[config.mk]
export PLATFORM = sky130hd
export DESIGN_NAME = dual_rate_expo_curve_unit
export DESIGN_NICKNAME = d
export VERILOG_FILES = /design/src/rtl/drec_pkg.sv /design/src/rtl/dual_rate_expo_curve_unit.sv
export SDC_FILE = /design/constraint.sdc
export NUM_CORES = 2
export LEC_CHECK = 0
export BUFFER_PORTS_ARGS = -buffer_cell sky130_fd_sc_hd__buf_2
export CAP_MARGIN = 20
export CORE_ASPECT_RATIO = 1.1
export CORE_MARGIN = 2
export CORE_UTILIZATION = 30
export CTS_CLUSTER_DIAMETER = 50
export DETAILED_ROUTE_END_ITERATION = 6
export GPL_TIMING_DRIVEN = 0
export PLACE_DENSITY = 0.52
export SLEW_MARGIN = 30
export SYNTH_ARGS = -nofsm -noshare
export SYNTH_HDL_FRONTEND = slang
export SYNTH_SLANG_ARGS = --single-unit
[constraint.sdc]
create_clock -name aclk -period 7.9 [get_ports aclk]
set_clock_uncertainty 0.1 [all_clocks]
set_input_delay 0.395 -clock aclk [delete_from_list [all_inputs] [get_ports aclk]]
set_output_delay 0.395 -clock aclk [all_outputs]
set_load 0.01 [all_outputs]
[src/rtl/drec_pkg.sv]
package drec_pkg;

    localparam int ChanCount  = 3;
    localparam int ValueW     = 12;
    localparam int PctW       = 7;
    localparam int MagW       = 11;
    localparam int SegIdxW    = 5;
    localparam int OffW       = 6;
    localparam int DeltaW     = 8;
    localparam int CfgIdxW    = 3;

    localparam int ValueLimit = 1250;
    localparam int Segments   = 25;
    localparam int SegWidth   = ValueLimit / Segments;
    localparam int PctFull    = 100;

    // floor(x / 50) == (x * 1311) >> 16 for x <= 1250
    localparam int SegRecip      = 1311;
    localparam int SegRecipShift = 16;
    // floor(x / 50) == (x * 5243) >> 18 for x <= 11400
    localparam int InterpRecip      = 5243;
    localparam int InterpRecipShift = 18;
    // floor(x / 100) == (x * 167773) >> 24 for x <= 125000
    localparam int PctRecip      = 167773;
    localparam int PctRecipShift = 24;

    typedef enum logic [CfgIdxW-1:0] {
        CFG_EXPO_AILERON  = 3'd0,
        CFG_EXPO_ELEVATOR = 3'd1,
        CFG_EXPO_RUDDER   = 3'd2,
        CFG_RATE_AILERON  = 3'd3,
        CFG_RATE_ELEVATOR = 3'd4,
        CFG_RATE_RUDDER   = 3'd5
    } cfg_idx_t;

    // exponential curve breakpoints, one every SegWidth
    function automatic logic [MagW-1:0] curve_point(input logic [SegIdxW-1:0] idx);
        logic [MagW-1:0] pt;
        unique case (idx)
            5'd0:    pt = 11'd0;
            5'd1:    pt = 11'd2;
            5'd2:    pt = 11'd4;
            5'd3:    pt = 11'd7;
            5'd4:    pt = 11'd10;
            5'd5:    pt = 11'd14;
            5'd6:    pt = 11'd20;
            5'd7:    pt = 11'd26;
            5'd8:    pt = 11'd33;
            5'd9:    pt = 11'd43;
            5'd10:   pt = 11'd54;
            5'd11:   pt = 11'd68;
            5'd12:   pt = 11'd84;
            5'd13:   pt = 11'd106;
            5'd14:   pt = 11'd131;
            5'd15:   pt = 11'd162;
            5'd16:   pt = 11'd200;
            5'd17:   pt = 11'd246;
            5'd18:   pt = 11'd302;
            5'd19:   pt = 11'd370;
            5'd20:   pt = 11'd454;
            5'd21:   pt = 11'd557;
            5'd22:   pt = 11'd682;
            5'd23:   pt = 11'd835;
            5'd24:   pt = 11'd1022;
            5'd25:   pt = 11'd1250;
            default: pt = 11'd0;
        endcase
        return pt;
    endfunction

    function automatic logic [PctW-1:0] clamp_pct(input logic [PctW-1:0] p);
        return (p > PctW'(PctFull)) ? PctW'(PctFull) : p;
    endfunction

endpackage

[src/rtl/dual_rate_expo_curve_unit.sv]
// Shapes one frame of three stick values (aileron, elevator, rudder) per request: each value
// is limited to +-1250, run through a 25-segment interpolated expo curve blended with the
// linear value by its expo percent, and then scaled by its rate percent. The datapath is a
// nine-stage pipeline (limit, segment select, table lookup, interpolate multiply, /50,
// blend, /100, rate multiply, /100 with sign restore); it takes a new frame every cycle
// unless an output stall has backed the pipeline up to the input. Each stage holds its own
// valid bit and fills bubbles while the output is stalled. Percent registers above 100 act as
// 100, writes to unknown indexes are dropped. Write configuration only while the pipeline is empty.
module dual_rate_expo_curve_unit (
    input  logic                                aclk,
    input  logic                                aresetn,
    input  logic                                cfg_we,
    input  logic [drec_pkg::CfgIdxW-1:0]        cfg_index,
    input  logic [drec_pkg::PctW-1:0]           cfg_data,
    input  logic                                s_valid,
    output logic                                s_ready,
    input  logic signed [drec_pkg::ValueW-1:0]  s_aileron_in,
    input  logic signed [drec_pkg::ValueW-1:0]  s_elevator_in,
    input  logic signed [drec_pkg::ValueW-1:0]  s_rudder_in,
    output logic                                m_valid,
    input  logic                                m_ready,
    output logic signed [drec_pkg::ValueW-1:0]  m_aileron_out,
    output logic signed [drec_pkg::ValueW-1:0]  m_elevator_out,
    output logic signed [drec_pkg::ValueW-1:0]  m_rudder_out
);
    import drec_pkg::*;

    localparam int Stages = 9;
    localparam int BlendW = 17;
    localparam int ProdW  = 14;

    logic [PctW-1:0] expo_reg [ChanCount];
    logic [PctW-1:0] rate_reg [ChanCount];

    logic [Stages-1:0] vld_reg;
    logic [Stages-1:0] en;

    logic signed [ValueW-1:0] in_val [ChanCount];

    // stage registers per channel
    logic [MagW-1:0]    a_mag_reg   [ChanCount];
    logic [MagW-1:0]    b_mag_reg   [ChanCount];
    logic [SegIdxW-1:0] b_seg_reg   [ChanCount];
    logic [MagW-1:0]    c_mag_reg   [ChanCount];
    logic [OffW-1:0]    c_off_reg   [ChanCount];
    logic [MagW-1:0]    c_y0_reg    [ChanCount];
    logic [DeltaW-1:0]  c_dy_reg    [ChanCount];
    logic [MagW-1:0]    d_mag_reg   [ChanCount];
    logic [ProdW-1:0]   d_prod_reg  [ChanCount];
    logic [MagW-1:0]    d_y0_reg    [ChanCount];
    logic [MagW-1:0]    e_mag_reg   [ChanCount];
    logic [MagW-1:0]    e_curve_reg [ChanCount];
    logic [BlendW-1:0]  f_blend_reg [ChanCount];
    logic [MagW-1:0]    g_w_reg     [ChanCount];
    logic [BlendW-1:0]  h_t_reg     [ChanCount];
    logic [ValueW-1:0]  out_reg     [ChanCount];
    logic [Stages-2:0]  neg_reg     [ChanCount];

    logic [MagW-1:0]    a_mag_next   [ChanCount];
    logic [SegIdxW-1:0] b_seg_next   [ChanCount];
    logic [OffW-1:0]    c_off_next   [ChanCount];
    logic [MagW-1:0]    c_y0_next    [ChanCount];
    logic [DeltaW-1:0]  c_dy_next    [ChanCount];
    logic [ProdW-1:0]   d_prod_next  [ChanCount];
    logic [MagW-1:0]    e_curve_next [ChanCount];
    logic [BlendW-1:0]  f_blend_next [ChanCount];
    logic [MagW-1:0]    g_w_next     [ChanCount];
    logic [BlendW-1:0]  h_t_next     [ChanCount];
    logic [ValueW-1:0]  out_next     [ChanCount];

    assign in_val[0] = s_aileron_in;
    assign in_val[1] = s_elevator_in;
    assign in_val[2] = s_rudder_in;

    // a stage loads when it is empty or the next one loads
    always_comb begin
        en[Stages-1] = !vld_reg[Stages-1] || m_ready;
        for (int i = Stages - 2; i >= 0; i--) begin
            en[i] = !vld_reg[i] || en[i+1];
        end
    end

    assign s_ready = en[0];
    assign m_valid = vld_reg[Stages-1];

    always_comb begin
        logic [ValueW-1:0]                 abs_val;
        logic [MagW+SegIdxW+4:0]           seg_prod;
        logic [SegIdxW-1:0]                seg_raw;
        logic [MagW-1:0]                   seg_base;
        logic [SegIdxW-1:0]                seg_nxt;
        logic [MagW-1:0]                   y1;
        logic [ProdW+InterpRecipShift-7:0] ip_prod;
        logic [PctW-1:0]                   pe;
        logic [PctW-1:0]                   pr;
        logic [BlendW+PctRecipShift-7:0]   f_prod;
        logic [BlendW+PctRecipShift-7:0]   h_prod;
        logic [MagW-1:0]                   q;
        for (int ch = 0; ch < ChanCount; ch++) begin
            abs_val = in_val[ch][ValueW-1] ? ValueW'(-in_val[ch]) : ValueW'(in_val[ch]);
            a_mag_next[ch] = (abs_val > ValueW'(ValueLimit)) ? MagW'(ValueLimit)
                                                              : abs_val[MagW-1:0];

            seg_prod = MagW'(a_mag_reg[ch]) * (MagW+SegIdxW+5)'(SegRecip);
            seg_raw  = seg_prod[SegRecipShift +: SegIdxW];
            b_seg_next[ch] = (seg_raw >= SegIdxW'(Segments)) ? SegIdxW'(Segments - 1) : seg_raw;

            seg_base = MagW'(b_seg_reg[ch]) * MagW'(SegWidth);
            seg_nxt  = b_seg_reg[ch] + SegIdxW'(1);
            y1       = curve_point(seg_nxt);
            c_off_next[ch] = OffW'(b_mag_reg[ch] - seg_base);
            c_y0_next[ch]  = curve_point(b_seg_reg[ch]);
            c_dy_next[ch]  = DeltaW'(y1 - c_y0_next[ch]);

            d_prod_next[ch] = ProdW'(c_off_reg[ch]) * ProdW'(c_dy_reg[ch]);

            ip_prod = (ProdW+InterpRecipShift-6)'(d_prod_reg[ch])
                    * (ProdW+InterpRecipShift-6)'(InterpRecip);
            e_curve_next[ch] = MagW'(ip_prod[ProdW+InterpRecipShift-7:InterpRecipShift])
                             + d_y0_reg[ch];

            pe = clamp_pct(expo_reg[ch]);
            f_blend_next[ch] = BlendW'(pe) * BlendW'(e_curve_reg[ch])
                             + BlendW'(PctW'(PctFull) - pe) * BlendW'(e_mag_reg[ch]);

            f_prod = (BlendW+PctRecipShift-6)'(f_blend_reg[ch])
                   * (BlendW+PctRecipShift-6)'(PctRecip);
            g_w_next[ch] = f_prod[PctRecipShift +: MagW];

            pr = clamp_pct(rate_reg[ch]);
            h_t_next[ch] = BlendW'(g_w_reg[ch]) * BlendW'(pr);

            // truncation toward zero: scale the magnitude, then restore the sign
            h_prod = (BlendW+PctRecipShift-6)'(h_t_reg[ch])
                   * (BlendW+PctRecipShift-6)'(PctRecip);
            q = h_prod[PctRecipShift +: MagW];
            out_next[ch] = neg_reg[ch][Stages-2] ? ValueW'(-{1'b0, q}) : {1'b0, q};
        end
    end

    always_ff @(posedge aclk) begin
        if (!aresetn) begin
            vld_reg <= '0;
            for (int ch = 0; ch < ChanCount; ch++) begin
                expo_reg[ch] <= '0;
                rate_reg[ch] <= PctW'(PctFull);
            end
        end else begin
            for (int i = 0; i < Stages; i++) begin
                if (en[i]) begin
                    vld_reg[i] <= (i == 0) ? s_valid : vld_reg[(i == 0) ? 0 : i - 1];
                end
            end
            if (cfg_we) begin
                unique case (cfg_index)
                    CFG_EXPO_AILERON:  expo_reg[0] <= cfg_data;
                    CFG_EXPO_ELEVATOR: expo_reg[1] <= cfg_data;
                    CFG_EXPO_RUDDER:   expo_reg[2] <= cfg_data;
                    CFG_RATE_AILERON:  rate_reg[0] <= cfg_data;
                    CFG_RATE_ELEVATOR: rate_reg[1] <= cfg_data;
                    CFG_RATE_RUDDER:   rate_reg[2] <= cfg_data;
                    default: ;
                endcase
            end
        end
    end

    always_ff @(posedge aclk) begin
        for (int ch = 0; ch < ChanCount; ch++) begin
            if (en[0]) begin
                a_mag_reg[ch]     <= a_mag_next[ch];
                neg_reg[ch][0]    <= in_val[ch][ValueW-1];
            end
            if (en[1]) begin
                b_mag_reg[ch]     <= a_mag_reg[ch];
                b_seg_reg[ch]     <= b_seg_next[ch];
            end
            if (en[2]) begin
                c_mag_reg[ch]     <= b_mag_reg[ch];
                c_off_reg[ch]     <= c_off_next[ch];
                c_y0_reg[ch]      <= c_y0_next[ch];
                c_dy_reg[ch]      <= c_dy_next[ch];
            end
            if (en[3]) begin
                d_mag_reg[ch]     <= c_mag_reg[ch];
                d_prod_reg[ch]    <= d_prod_next[ch];
                d_y0_reg[ch]      <= c_y0_reg[ch];
            end
            if (en[4]) begin
                e_mag_reg[ch]     <= d_mag_reg[ch];
                e_curve_reg[ch]   <= e_curve_next[ch];
            end
            if (en[5]) begin
                f_blend_reg[ch]   <= f_blend_next[ch];
            end
            if (en[6]) begin
                g_w_reg[ch]       <= g_w_next[ch];
            end
            if (en[7]) begin
                h_t_reg[ch]       <= h_t_next[ch];
            end
            if (en[8]) begin
                out_reg[ch]       <= out_next[ch];
            end
            // carry the sign down the pipe
            for (int i = 1; i < Stages - 1; i++) begin
                if (en[i]) begin
                    neg_reg[ch][i] <= neg_reg[ch][i-1];
                end
            end
        end
    end

    assign m_aileron_out  = out_reg[0];
    assign m_elevator_out = out_reg[1];
    assign m_rudder_out   = out_reg[2];

    a_out_range: assert property (@(posedge aclk) disable iff (!aresetn)
        m_valid |-> ($signed(m_aileron_out) <= 12'sd1250 && $signed(m_aileron_out) >= -12'sd1250))
        else $error("aileron result outside limit");

    a_stall_source: assert property (@(posedge aclk) disable iff (!aresetn)
        !s_ready |-> (m_valid && !m_ready && (&vld_reg)))
        else $error("input stalled while pipeline has a bubble");

    a_zero_rate: assert property (@(posedge aclk) disable iff (!aresetn)
        (m_valid && rate_reg[0] == '0) |-> (m_aileron_out == '0))
        else $error("zero rate gave nonzero aileron result");

    a_reset_clear: assert property (@(posedge aclk)
        !aresetn |=> !m_valid)
        else $error("result valid right after reset");

endmodule

==> run metrics <==
Mapped Cells 9487; Arrival @ worst endpoint 8.07 ns; final cycle utilization of the critical path 0.971; most instantiated library cell after synthesis inv_1; crit-path max cell delay about 0.53 ns; layout cell share with drive strength beyond 1 0.0434; effective utilization at floorplan 0.302; ranking of synthesized cells by area fa_1, ha_1, edfxtp_1; Seq cells post-synth 606; Die Ht 606 um; most instantiated cells after synthesis inv_1, ha_1, fa_1; global-route wire length before repair 348 mm; routed len/inst 14.4 um; Num CTS Buffers 106; layout net count 13200; Synth Flop Type edfxtp_1; I/O pin cnt slightly below 90; Mapped Area 98800 um^2; Die Width around 550 um; Post-DP HPWL 176 mm; crit path time final 7.67 ns; H-tree depth 3; initial DRC count around 2300; startpoint type of the worst setup path flip-flop; Setup-failing EPs final 0; Root Buffer clkbuf_16; area share of the largest cell type after synthesis 0.312; die area 334000 um^2; TritonRoute pass-1 iters 5; GPL Wtd Cong approximately 0.87; status completed; final hold vios 0; port bufs 85; post-layout util 0.335; worst-path fanout max 6; later-pin clock latency in the skew report 0.83 ns; max_cap viols 0; sequential-to-total area share from yosys stat 0.183; clock sink total ~610; clk slew on worst S/H paths around 0.050 ns; Vias per Instance 4.42; row cnt 220; worst hold slack around 0.12 ns; Area growth, synth to finish 11.0%; cell mode on critical path fa_1; Synth area leader fa_1; CTS tree built; vias in the first global route 69400; antenna-violating nets left 0; Fmax between 100 and 150 MHz; Ys Warns 0; DRC errors left 0; worst endpoint required time 8.30 ns; Max clock buf depth 4; kind of critical path reg -> reg; CP endpoint kind flip-flop; Slew Viols, Final 0; global route overflow 0; largest net degree at the start of global routing 70; initial antenna violation count 15; Post-synth EDFFs roughly 600; DR vias 62900; Detailed Route WL 204 mm; asr flop ratio synth 0; total track usage 0.126; Avg Inst Size Synth 10.4 um^2; Slew @ Worst Pin approximately 0.9 ns; worst min path class in -> reg; Critical-path top delay cell fa_2; Netlist cell types 96; core footprint 327000 um^2; headroom to the max-slew limit 0.402
[worst paths after layout]
path | slack (ns) | endpoint | from | depth (start not counted)
worst max-delay path | 0.23 | f_blend_reg[0][49] | expo_reg[0][14] | 32
worst min-delay path | 0.12 | vld_reg[8] | m_ready | 3
worst max register to register | 0.23 | f_blend_reg[0][49] | expo_reg[0][14] | 32
worst min register to register | 0.30 | c_mag_reg[0][11] | b_mag_reg[0][11] | 0
[area by class of cell]
| class | instances | area [um^2] |
|---|---|---|
| Fill cell | 33100 | 217000 |
| Multi-Input combinational cell | 6357 | 71400 |
| Sequential cell | 606 | 18100 |
| Inverter | 2424 | 9110 |
| Tap cell | 4329 | 5420 |
| Clock buffer | 115 | 2730 |
| Timing Repair Buffer | 195 | 1510 |
| Clock inverter | 77 | 792 |
| Buffer | 126 | 574 |
| Antenna cell | 1 | 2.50 |
[layer usage]
layer | track usage | vias up | share of wire
li1 | - | 30700 | -
met1 | 0.163 | 31200 | 0.45
met2 | 0.227 | 760 | 0.50
met3 | 0.0122 | 250 | 0.028
met4 | 0.0292 | 4 | 0.021
met5 | 0 | - | 0.00013
[critical path, delay by kind of cell (launching register included)]
kind                     cells  cell delay [ns]
AO/OA/AOI/OAI               11             2.07
XOR/XNOR                     1             0.15
adder cells (fa/ha/maj)      8             3.17
buffers and inverters        6             0.63
flip-flops                   1             0.48
AND/OR/NAND/NOR              6             0.77
[cell families (layout without fill, tap and decap cells)]
logic type | count (synthesis) | count (layout) | synth area share
adders and majority gates | 3348 | 3348 | 0.541
and+or+nand+nor | 1698 | 1698 | 0.0837
muxes | 20 | 20 | 0.00206
xor gates and xnor gates | 404 | 404 | 0.0358
DFF | 606 | 606 | 0.183
buffers and inverters | 2552 | 2937 | 0.0971
other | 2 | 31 | 0.0000760
AOI/OAI and AO/OA | 857 | 857 | 0.0569
[placed cells by master, fill, tap and decap left out, drive strengths merged, types with 11 or more instances in the layout]
cell	netlist	layout
o21bai	54	54
fa	1539	1539
a31o	11	11
xnor2	294	294
a211oi	32	32
a2111oi	15	15
nand3	60	60
or3	26	26
nor2	220	220
o21ai	156	156
a21o	88	88
dlygate4sd3	0	56
nand2b	49	49
nand2	697	697
o31a	11	11
and3	52	52
o21a	54	54
nand4	29	29
o211ai	17	17
clkinv	1	28
conb	2	30
buf	6	156
nor2b	59	59
and2	358	358
nor3	77	77
mux2i	17	17
a211o	11	11
clkbuf	122	224
or2	20	20
a31oi	28	28
edfxtp	597	597
nor4	11	11
ha	1809	1809
inv	2423	2456
o31ai	22	22
xor2	110	110
a21oi	264	264
[through the flow]
stage	TNS [ns]	setup slack [ns]	instances	cell area [um^2]
floorplan	0	0.397	9515	98900
global placement	-11.17	-1.35	13900	105000
detailed placement	-12.64	-1.52	13900	105000
CTS	0	0.000258	14200	109000
global route	-0.124	-0.0585	14200	110000
finish	0	0.231	14200	110000
[repair_timing]
item                                    in CTS  in global routing
gates resized for setup                     62                 38
buffers inserted                             8                 38
pin swaps                                    6                 20
hold buffers                                56                  0
hold endpoints to repair                    84                  0
endpoints found under the setup margin      20                 11
Power is not shown: default switching activity piles up to over one toggle a cycle in this logic, so the estimate is an artifact.
